--- src/rtl/bspa_pkg.sv ---
// ----------------------------------------------------------------------------
// bspa_pkg
// Shared types and constants of the bar strategy gain accumulator.
// ----------------------------------------------------------------------------
package bspa_pkg;

  // Field widths fixed by the bar and result formats
  localparam int unsigned PriceW   = 32;
  localparam int unsigned GainW    = PriceW + 1;
  localparam int unsigned TotalW   = 64;
  localparam int unsigned ModeW    = 2;
  localparam int unsigned WinLenW  = 7;
  localparam int unsigned CfgIdxW  = 2;
  localparam int unsigned CfgDataW = 8;

  localparam logic [WinLenW-1:0] WindowLenReset = WinLenW'(5);

  // Strategy rule codes
  typedef enum logic [ModeW-1:0] {
    MODE_MOMENTUM = 2'd0,
    MODE_BREAKOUT = 2'd1,
    MODE_SMA      = 2'd2
  } strat_mode_e;

  // Configuration register indexes
  typedef enum logic [CfgIdxW-1:0] {
    REG_STRATEGY_MODE = 2'd0,
    REG_WINDOW_LENGTH = 2'd1
  } cfg_reg_e;

  typedef struct packed {
    logic [PriceW-1:0] bar_high;
    logic [PriceW-1:0] bar_close;
    logic              series_start;
  } bar_in_t;

  typedef struct packed {
    logic signed [GainW-1:0]  bar_gain;
    logic signed [TotalW-1:0] total_gain;
    logic                     gain_valid;
  } bar_out_t;

  // Ring update strobes
  typedef struct packed {
    logic push;
    logic clear;
  } win_ctrl_t;

endpackage

--- src/rtl/bspa_ram.sv ---
// ----------------------------------------------------------------------------
// bspa_ram
// Generic one-write, one-read RAM with registered read data.
// ----------------------------------------------------------------------------
module bspa_ram #(
  parameter int unsigned Width = 32,
  parameter int unsigned Depth = 64
) (
  input  logic                     clk_i,
  input  logic                     we_i,
  input  logic [$clog2(Depth)-1:0] waddr_i,
  input  logic [Width-1:0]         wdata_i,
  input  logic [$clog2(Depth)-1:0] raddr_i,
  output logic [Width-1:0]         rdata_o
);

  logic [Width-1:0] mem [Depth];

  // Write port and registered read port
  always_ff @(posedge clk_i) begin
    if (we_i) begin
      mem[waddr_i] <= wdata_i;
    end
    rdata_o <= mem[raddr_i];
  end

endmodule

--- src/rtl/bspa_window.sv ---
// ----------------------------------------------------------------------------
// bspa_window
// Ring of recent closes with running sum, fill count and write position.
// ----------------------------------------------------------------------------
module bspa_window #(
  parameter int unsigned MaxWindow = 64
) (
  input  logic                                     clk_i,
  input  logic                                     rst_ni,
  input  bspa_pkg::win_ctrl_t                      ctrl_i,
  input  logic [$clog2(MaxWindow+1)-1:0]           win_i,
  input  logic [bspa_pkg::PriceW-1:0]              close_i,
  output logic                                     full_o,
  output logic [bspa_pkg::PriceW+$clog2(MaxWindow)-1:0] sum_o
);
  import bspa_pkg::*;

  localparam int unsigned CntW = $clog2(MaxWindow + 1);
  localparam int unsigned PosW = $clog2(MaxWindow);
  localparam int unsigned SumW = PriceW + $clog2(MaxWindow);

  logic [PosW-1:0]   pos_q, pos_d;
  logic [CntW-1:0]   cnt_q, cnt_new;
  logic [SumW-1:0]   sum_q, sum_new;
  logic [CntW-1:0]   pos_inc;
  logic [PriceW-1:0] rdata, oldest;
  logic              byp_q, byp_d;
  logic [PriceW-1:0] byp_data_q;
  logic              was_full;

  // Oldest close: RAM output, or the close written at the slot just read
  assign oldest   = byp_q ? byp_data_q : rdata;
  assign was_full = (cnt_q >= win_i);

  // Replace the oldest close once the window is full, else grow
  always_comb begin
    if (was_full) begin
      sum_new = sum_q - SumW'(oldest) + SumW'(close_i);
      cnt_new = cnt_q;
    end else begin
      sum_new = sum_q + SumW'(close_i);
      cnt_new = cnt_q + CntW'(1);
    end
  end

  assign full_o = (cnt_new >= win_i);
  assign sum_o  = sum_new;

  // Advance the write slot, wrapping at the window length
  assign pos_inc = CntW'(pos_q) + CntW'(1);

  always_comb begin
    pos_d = pos_q;
    if (ctrl_i.clear) begin
      pos_d = '0;
    end else if (ctrl_i.push) begin
      pos_d = (pos_inc == win_i) ? '0 : PosW'(pos_inc);
    end
  end

  // Forward the write when the next read hits the same slot
  assign byp_d = ctrl_i.push && (pos_q == pos_d);

  always_ff @(posedge clk_i or negedge rst_ni) begin
    if (!rst_ni) begin
      pos_q <= '0;
      cnt_q <= '0;
      sum_q <= '0;
      byp_q <= 1'b0;
    end else begin
      pos_q <= pos_d;
      byp_q <= byp_d;
      if (ctrl_i.clear) begin
        cnt_q <= '0;
        sum_q <= '0;
      end else if (ctrl_i.push) begin
        cnt_q <= cnt_new;
        sum_q <= sum_new;
      end
    end
  end

  always_ff @(posedge clk_i) begin
    byp_data_q <= close_i;
  end

  // Read ahead at the next slot so its oldest close is ready for the next item
  bspa_ram #(
    .Width (PriceW),
    .Depth (MaxWindow)
  ) u_ring (
    .clk_i   (clk_i),
    .we_i    (ctrl_i.push),
    .waddr_i (pos_q),
    .wdata_i (close_i),
    .raddr_i (pos_d),
    .rdata_o (rdata)
  );

endmodule

--- src/rtl/bspa_gain.sv ---
// ----------------------------------------------------------------------------
// bspa_gain
// Strategy rule selection and saturating update of the running total.
// ----------------------------------------------------------------------------
module bspa_gain #(
  parameter int unsigned MaxWindow = 64
) (
  input  logic [bspa_pkg::ModeW-1:0]                    mode_i,
  input  logic                                          first_i,
  input  logic [bspa_pkg::PriceW-1:0]                   close_i,
  input  logic [bspa_pkg::PriceW-1:0]                   high_i,
  input  logic [bspa_pkg::PriceW-1:0]                   prev_close_i,
  input  logic [bspa_pkg::PriceW-1:0]                   prev_high_i,
  input  logic                                          full_i,
  input  logic [bspa_pkg::PriceW+$clog2(MaxWindow)-1:0] sum_i,
  input  logic [$clog2(MaxWindow+1)-1:0]                win_i,
  input  logic signed [bspa_pkg::TotalW-1:0]            total_i,
  output logic signed [bspa_pkg::GainW-1:0]             gain_o,
  output logic signed [bspa_pkg::TotalW-1:0]            total_o
);
  import bspa_pkg::*;

  localparam int unsigned WinW  = $clog2(MaxWindow + 1);
  localparam int unsigned SumW  = PriceW + $clog2(MaxWindow);
  localparam int unsigned ProdW = PriceW + WinW;
  localparam int unsigned CmpW  = (ProdW > SumW) ? ProdW : SumW;

  localparam logic signed [TotalW-1:0] TotalMax = {1'b0, {(TotalW-1){1'b1}}};
  localparam logic signed [TotalW-1:0] TotalMin = {1'b1, {(TotalW-1){1'b0}}};

  logic [ProdW-1:0]        prod;
  logic                    above_mean;
  logic signed [GainW-1:0] d_close, d_high, gain;
  logic signed [TotalW:0]  acc;

  // Exact mean test: close * window > sum
  assign prod       = ProdW'(close_i) * ProdW'(win_i);
  assign above_mean = CmpW'(prod) > CmpW'(sum_i);

  assign d_close = $signed({1'b0, close_i}) - $signed({1'b0, prev_close_i});
  assign d_high  = $signed({1'b0, close_i}) - $signed({1'b0, prev_high_i});

  // Pick the credited gain by rule
  always_comb begin
    gain = '0;
    case (mode_i)
      MODE_MOMENTUM: if (close_i > prev_close_i) gain = d_close;
      MODE_BREAKOUT: if (high_i > prev_high_i) gain = d_high;
      MODE_SMA:      if (full_i && above_mean) gain = d_close;
      default:       gain = '0;
    endcase
  end

  // Saturating add into the total
  assign acc = {total_i[TotalW-1], total_i} + (TotalW+1)'(gain);

  always_comb begin
    if (first_i) begin
      gain_o  = '0;
      total_o = '0;
    end else begin
      gain_o = gain;
      if (acc[TotalW] != acc[TotalW-1]) begin
        total_o = acc[TotalW] ? TotalMin : TotalMax;
      end else begin
        total_o = acc[TotalW-1:0];
      end
    end
  end

endmodule

--- src/rtl/bar_strategy_pnl_accumulator_core.sv ---
// ----------------------------------------------------------------------------
// bar_strategy_pnl_accumulator_core
// Bar-by-bar strategy gain accumulator with a saturating running total.
// ----------------------------------------------------------------------------
// Takes one price bar per cycle while the output side is not stalled and
// returns one result item per bar, in order. An accepted bar is held in the
// input register until the output register is free or being drained, is then
// evaluated, and its result is loaded into the output register to wait there
// until taken. The recent closes for the moving average rule live in a
// MAX_WINDOW-deep RAM with one write and one registered read port; the read
// address always points at the next slot to be overwritten, so the oldest
// close is ready when the next bar is evaluated and the block sustains one bar
// per cycle unless the output side stalls. The RAM needs no clearing after
// reset. The configuration port is always ready; write it only while no bar is
// in flight. Writing window_length empties the ring but keeps the total.
// ----------------------------------------------------------------------------
module bar_strategy_pnl_accumulator_core #(
  parameter int unsigned MAX_WINDOW = 64
) (
  input  logic                          clk_i,
  input  logic                          rst_ni,
  input  logic                          in_valid_i,
  output logic                          in_ready_o,
  input  bspa_pkg::bar_in_t             in_data_i,
  output logic                          out_valid_o,
  input  logic                          out_ready_i,
  output bspa_pkg::bar_out_t            out_data_o,
  input  logic                          cfg_valid_i,
  output logic                          cfg_ready_o,
  input  logic [bspa_pkg::CfgIdxW-1:0]  cfg_index_i,
  input  logic [bspa_pkg::CfgDataW-1:0] cfg_data_i
);
  import bspa_pkg::*;

  localparam int unsigned WinW = $clog2(MAX_WINDOW + 1);
  localparam int unsigned SumW = PriceW + $clog2(MAX_WINDOW);

  logic [ModeW-1:0]   mode_q;
  logic [WinLenW-1:0] win_len_q;
  logic [WinW-1:0]    win_eff;
  logic               cfg_we, win_write;

  logic               in_valid_q;
  bar_in_t            in_q;
  logic               out_valid_q;
  bar_out_t           out_q, out_d;
  logic               adv, first;

  logic               have_prev_q;
  logic [PriceW-1:0]  prev_close_q, prev_high_q;
  logic signed [TotalW-1:0] total_q, total_new;
  logic signed [GainW-1:0]  gain;

  win_ctrl_t          win_ctrl;
  logic               win_full;
  logic [SumW-1:0]    win_sum;

  // Configuration writes
  assign cfg_ready_o = 1'b1;
  assign cfg_we      = cfg_valid_i && cfg_ready_o;
  assign win_write   = cfg_we && (cfg_index_i == REG_WINDOW_LENGTH);

  always_ff @(posedge clk_i or negedge rst_ni) begin
    if (!rst_ni) begin
      mode_q    <= MODE_MOMENTUM;
      win_len_q <= WindowLenReset;
    end else if (cfg_we) begin
      case (cfg_index_i)
        REG_STRATEGY_MODE: mode_q    <= cfg_data_i[ModeW-1:0];
        REG_WINDOW_LENGTH: win_len_q <= cfg_data_i[WinLenW-1:0];
        default: ;
      endcase
    end
  end

  // Clamp the window length into 1..MAX_WINDOW
  always_comb begin
    if (win_len_q == '0) begin
      win_eff = WinW'(1);
    end else if (32'(win_len_q) > 32'(MAX_WINDOW)) begin
      win_eff = WinW'(MAX_WINDOW);
    end else begin
      win_eff = WinW'(win_len_q);
    end
  end

  // Handshake: evaluate when the output register is free or being drained
  assign adv        = in_valid_q && (!out_valid_q || out_ready_i);
  assign in_ready_o = !in_valid_q || adv;
  assign first      = in_q.series_start || !have_prev_q;

  always_ff @(posedge clk_i or negedge rst_ni) begin
    if (!rst_ni) begin
      in_valid_q <= 1'b0;
    end else if (in_ready_o) begin
      in_valid_q <= in_valid_i;
    end
  end

  always_ff @(posedge clk_i) begin
    if (in_ready_o && in_valid_i) begin
      in_q <= in_data_i;
    end
  end

  // Ring strobes: first bars and window writes empty it, others push
  assign win_ctrl.push  = adv && !first;
  assign win_ctrl.clear = (adv && first) || win_write;

  bspa_window #(
    .MaxWindow (MAX_WINDOW)
  ) u_window (
    .clk_i   (clk_i),
    .rst_ni  (rst_ni),
    .ctrl_i  (win_ctrl),
    .win_i   (win_eff),
    .close_i (in_q.bar_close),
    .full_o  (win_full),
    .sum_o   (win_sum)
  );

  bspa_gain #(
    .MaxWindow (MAX_WINDOW)
  ) u_gain (
    .mode_i       (mode_q),
    .first_i      (first),
    .close_i      (in_q.bar_close),
    .high_i       (in_q.bar_high),
    .prev_close_i (prev_close_q),
    .prev_high_i  (prev_high_q),
    .full_i       (win_full),
    .sum_i        (win_sum),
    .win_i        (win_eff),
    .total_i      (total_q),
    .gain_o       (gain),
    .total_o      (total_new)
  );

  // Previous bar and running total
  always_ff @(posedge clk_i or negedge rst_ni) begin
    if (!rst_ni) begin
      have_prev_q  <= 1'b0;
      prev_close_q <= '0;
      prev_high_q  <= '0;
      total_q      <= '0;
    end else if (adv) begin
      have_prev_q  <= 1'b1;
      prev_close_q <= in_q.bar_close;
      prev_high_q  <= in_q.bar_high;
      total_q      <= total_new;
    end
  end

  // Result register
  always_comb begin
    out_d.bar_gain   = gain;
    out_d.total_gain = total_new;
    out_d.gain_valid = !first;
  end

  always_ff @(posedge clk_i or negedge rst_ni) begin
    if (!rst_ni) begin
      out_valid_q <= 1'b0;
    end else if (adv) begin
      out_valid_q <= 1'b1;
    end else if (out_ready_i) begin
      out_valid_q <= 1'b0;
    end
  end

  always_ff @(posedge clk_i) begin
    if (adv) begin
      out_q <= out_d;
    end
  end

  assign out_valid_o = out_valid_q;
  assign out_data_o  = out_q;

endmodule

--- config.mk ---
export PLATFORM = sky130hd
export DESIGN_NAME = bar_strategy_pnl_accumulator_core
export DESIGN_NICKNAME = d
export VERILOG_FILES = /design/src/rtl/bspa_pkg.sv /design/src/rtl/bspa_ram.sv /design/src/rtl/bspa_window.sv /design/src/rtl/bspa_gain.sv /design/src/rtl/bar_strategy_pnl_accumulator_core.sv
export SDC_FILE = /design/constraint.sdc
export NUM_CORES = 2
export LEC_CHECK = 0
export BUFFER_PORTS_ARGS = -buffer_cell sky130_fd_sc_hd__buf_4
export CORE_ASPECT_RATIO = 0.6
export CORE_MARGIN = 4
export CORE_UTILIZATION = 40
export CTS_CLUSTER_SIZE = 24
export DETAILED_ROUTE_END_ITERATION = 10
export SETUP_SLACK_MARGIN = 0.4
export SYNTH_ARGS = -nofsm -noshare
export SYNTH_HDL_FRONTEND = slang
export SYNTH_SLANG_ARGS = --single-unit
--- constraint.sdc ---
create_clock -name clk_i -period 17.5 [get_ports clk_i]
set_input_delay 3.5 -clock clk_i [delete_from_list [all_inputs] [get_ports clk_i]]
set_output_delay 3.5 -clock clk_i [all_outputs]
set_load 0.05 [all_outputs]
==> impl_metrics.py <==
metrics = {
    "status": {
        "run_status": "finished, violations left",
        "violations": "max-capacitance violations",
    },
    "finish": {
        "number_of_filler_instances_in_the_final_layout": 25600,
        "layout.cells.most_common_list": "edfxtp_1, nand2_1, nand3_1",
        "post-route-util": 0.452,
        "drive_gt1_frac": 0.0921,
        "area_overhead_of_the_layout_relative_to_synthesis_pct": 11.9,
        "ff_latch_area_um2": 72500,
        "nNetsFinal": 10300,
        "leading_cell_type_in_the_layout_fill_and_taps_excluded": "edfxtp_1",
        "multiInputGateArea_um2": 40100,
    },
    "place": {
        "gp_routability_congestion": 0.940,
        "dpl.hpwl_mm": 238,
        "place_worst_setup_slack_ps": 2710,
        "io_buffer_count": 178,
    },
    "die": {
        "boundaryPins": 181,
        "rows": 152,
        "die_span_x_um": 703,
        "floorplan.initialDensity": 0.403,
        "dieArea_um2": 298000,
        "core_um2": 287000,
        "die-height_um": 425,
    },
    "power_and_ir_drop": {
        "vdd.ir_drop.worst_mv": 0.0884,
        "p_leak_nw": 47.7,
        "p_comb_frac": 0.348,
        "p_sw_mw": 6.54,
        "internal_power_mw": 11.7,
        "cellPowerDensity_nw_per_um2": 141,
        "power_frac_clock": 0.276,
        "share_seq_of_total_power": 0.377,
        "switching_share": 0.359,
    },
    "timing": {
        "clock.fmax_mhz": 64.1,
        "timing_max_transition_violations_final": 0,
        "layout_min_cycle_time_ps": 15600,
        "timing.clock.skew_ps": 97.7,
        "post-route-period-util": 0.891,
        "worst_slack_ps": 1900,
        "setup_viol": 0,
        "rsz0062_at_grt": "false",
        "hold_viol_final": 0,
        "slew-limit-headroom": 0.00339,
        "finalSetupTns_ps": 0,
        "worst_slew_pin_slew_ps": 1480,
    },
    "worst_setup_path": {
        "critPathArrivalTime_ps": 16360,
        "worst_setup_path_end_kind": "flip-flop",
        "worst_setup_path_category": "flip-flop to flip-flop",
        "critical-path-slowest-cell": "dfrtp_1",
        "r2r_setup_slack_ps": 1900,
        "required_ps": 18260,
        "path_max_fanout": 34,
        "worstSetupStartpointType": "flip-flop",
        "path_common_cell": "nor2_1",
        "slowest_delay_ps": 730,
    },
    "detailed_routing": {
        "met1_length_mm": 173,
        "met2_wirelength_mm": 145,
        "drt_pass1_iterations": 6,
        "detail-route-antenna-nets": 0,
        "wl_per_cell_um": 27.8,
        "detailroute.wirelength.met3_mm": 57.3,
        "drt_first_iter_violations": 12400,
        "top_layer_used": "met5",
        "drc": 0,
        "routed_wirelength_mm": 382,
        "post_drt_via_cell_ratio": 5.93,
        "num_vias": 81400,
    },
    "synth": {
        "synth_area_um2": 116000,
        "synth-async-reset-ratio": 0.0778,
        "count_of_flip_flops_with_a_built_in_enable_after_synthesis": 2211,
        "synth_area_per_inst_um2": 12.0,
        "yosysWarnings": 0,
        "post_synth_num_cell_types": 89,
        "ys_seq_elements": 2467,
        "synth_cells": 9618,
        "synth.yosys.seq_area_share": 0.626,
        "synthesis.nets": 10200,
        "netlist.area_leader.share": 0.573,
        "synth_area_leaders": "edfxtp_1, nand2_1, dfrtp_1",
        "synth_top_flop_cell": "edfxtp_1",
        "synthDominantAreaCellType": "edfxtp_1",
    },
    "clock_tree": {
        "clock-sinks": 2467,
        "cts_root_buf": "clkbuf_16",
        "cts-htree-levels": 4,
        "cts.repair_timing.setup_buffer_count": 0,
        "cts-buffers-inserted": 221,
        "cts_tree": "done",
        "cts-hold-fix-buffers": 0,
        "clock_latency_ps": 910,
        "cts.reportedPaths.clkPinSlew_ps": 60,
        "maximum_clock_path_buffer_count": 4,
        "post_cts_resized": 0,
    },
    "global_routing": {
        "grt_overflow": 0,
        "vias_in_the_first_global_route": 75800,
        "initial_antenna_violation_count": 38,
        "grt_max_degree": 204,
        "first_pass_grt_wire_length_mm": 544,
        "track_usage": 0.250,
    },
    "min_path": {
        "hold_class": "flip-flop to flip-flop",
    },
    "job": {
        "number_of_violations_of_the_max_capacitance_limit": 1,
    },
}
-- power by group through the flow --
stage | clock network (mW) | logic, mW | registers (mW)
global route | 5.33 | 6.98 | 6.88
finish | 5.02 | 6.34 | 6.86
floorplan | 0 | 4.11 | 7.19
detailed placement | 0 | 6.18 | 6.99
CTS | 5.08 | 6.22 | 6.86
global placement | 0 | 6.07 | 6.98
-- cells by family after synthesis --
group / count (synthesis) / share of synthesized area
AOI/OAI and AO/OA: 1828 / 0.105
xor gates and xnor gates: 219 / 0.0166
adders and majority gates: 530 / 0.0693
buffers and inverters: 977 / 0.0332
DFF: 2467 / 0.626
muxes: 228 / 0.0202
other: 1 / 0.0000324
and+or+nand+nor: 3368 / 0.130
-- area by class of cell --
class,instances,area share
inverters,415,0.0123
flip-flops and latches,2467,0.559
repair buffers,413,0.0255
multi-input cells,6174,0.309
clock buffers,291,0.0465
diodes,3,0.0000579
well taps,3850,0.0372
clock inverters,115,0.00975
-- critical path: cells and delay by family (launching register included) --
family,cells,cell delay [ps]
AO/OA/AOI/OAI,15,5310
adder cells (fa/ha/maj),7,2890
buffers and inverters,8,2260
flip-flops,1,730
multiplexers,1,410
AND/OR/NAND/NOR,16,3700
-- state kept, by name (all words and copies together), names as in the netlist, 2 cells and up --
name and cells:
u_window.byp_data_q 32, u_window.u_ring.rdata_o 32, u_window.u_ring.mem 2048, prev_close_q 32, total_q 64, u_window.sum_q 38, win_len_q 7, prev_high_q 32
u_window.cnt_q 7, mode_q 2, out_data_o 98, in_q 65, u_window.pos_q 6
-- worst paths after layout --
kind	startpoint	to	cells after the start
worst min-delay path	have_prev_q$_DFFE_PN0P_	have_prev_q$_DFFE_PN0P_	1
min in group asynchronous	rst_ni	total_q[59]$_DFFE_PN0P_	1
worst max-delay path	win_len_q[6]$_DFFE_PN0P_	total_q[9]$_DFFE_PN0P_	47
worst min register to register	have_prev_q$_DFFE_PN0P_	have_prev_q$_DFFE_PN0P_	1
max in group asynchronous	rst_ni	total_q[42]$_DFFE_PN0P_	2
worst max register to register	win_len_q[6]$_DFFE_PN0P_	total_q[9]$_DFFE_PN0P_	47
-- layer usage --
metal | vias to the layer above | GRT usage
met5 | - | 0
met3 | 435 | 0.0906
met2 | 4576 | 0.320
met1 | 40800 | 0.398
met4 | 10 | 0.0464
li1 | 35600 | -
-- through the flow --
step / area [µm²] / cells / total power, mW / hold WS (ps)
global placement: 122000 / 13300 / 13.1 / 451
finish: 130000 / 13700 / 18.2 / 466
global route: 130000 / 13700 / 19.2 / 498
detailed placement: 122000 / 13300 / 13.2 / 454
floorplan: 116000 / 9618 / 11.3 / 436
CTS: 130000 / 13700 / 18.2 / 471
-- synthesized netlist by cell type, drive strengths merged (43+ instances only) --
cell    count
a21oi     283
o22ai      70
nor2b      48
nand3     642
a21o      145
o21ai     342
a22o       52
ha        345
fa        185
buf       189
nor3       44
mux2i     190
a31oi     377
xor2       78
dfrtp     190
nand4      52
nor2      507
nand2b     52
nor4       43
and3      262
a211oi    142
xnor2     141
inv       412
nand2    1610
o221ai     64
dfxtp      64
clkbuf    373
a311oi     95
edfxtp   2211
No activity file was read; power rests on OpenSTA's default activity.
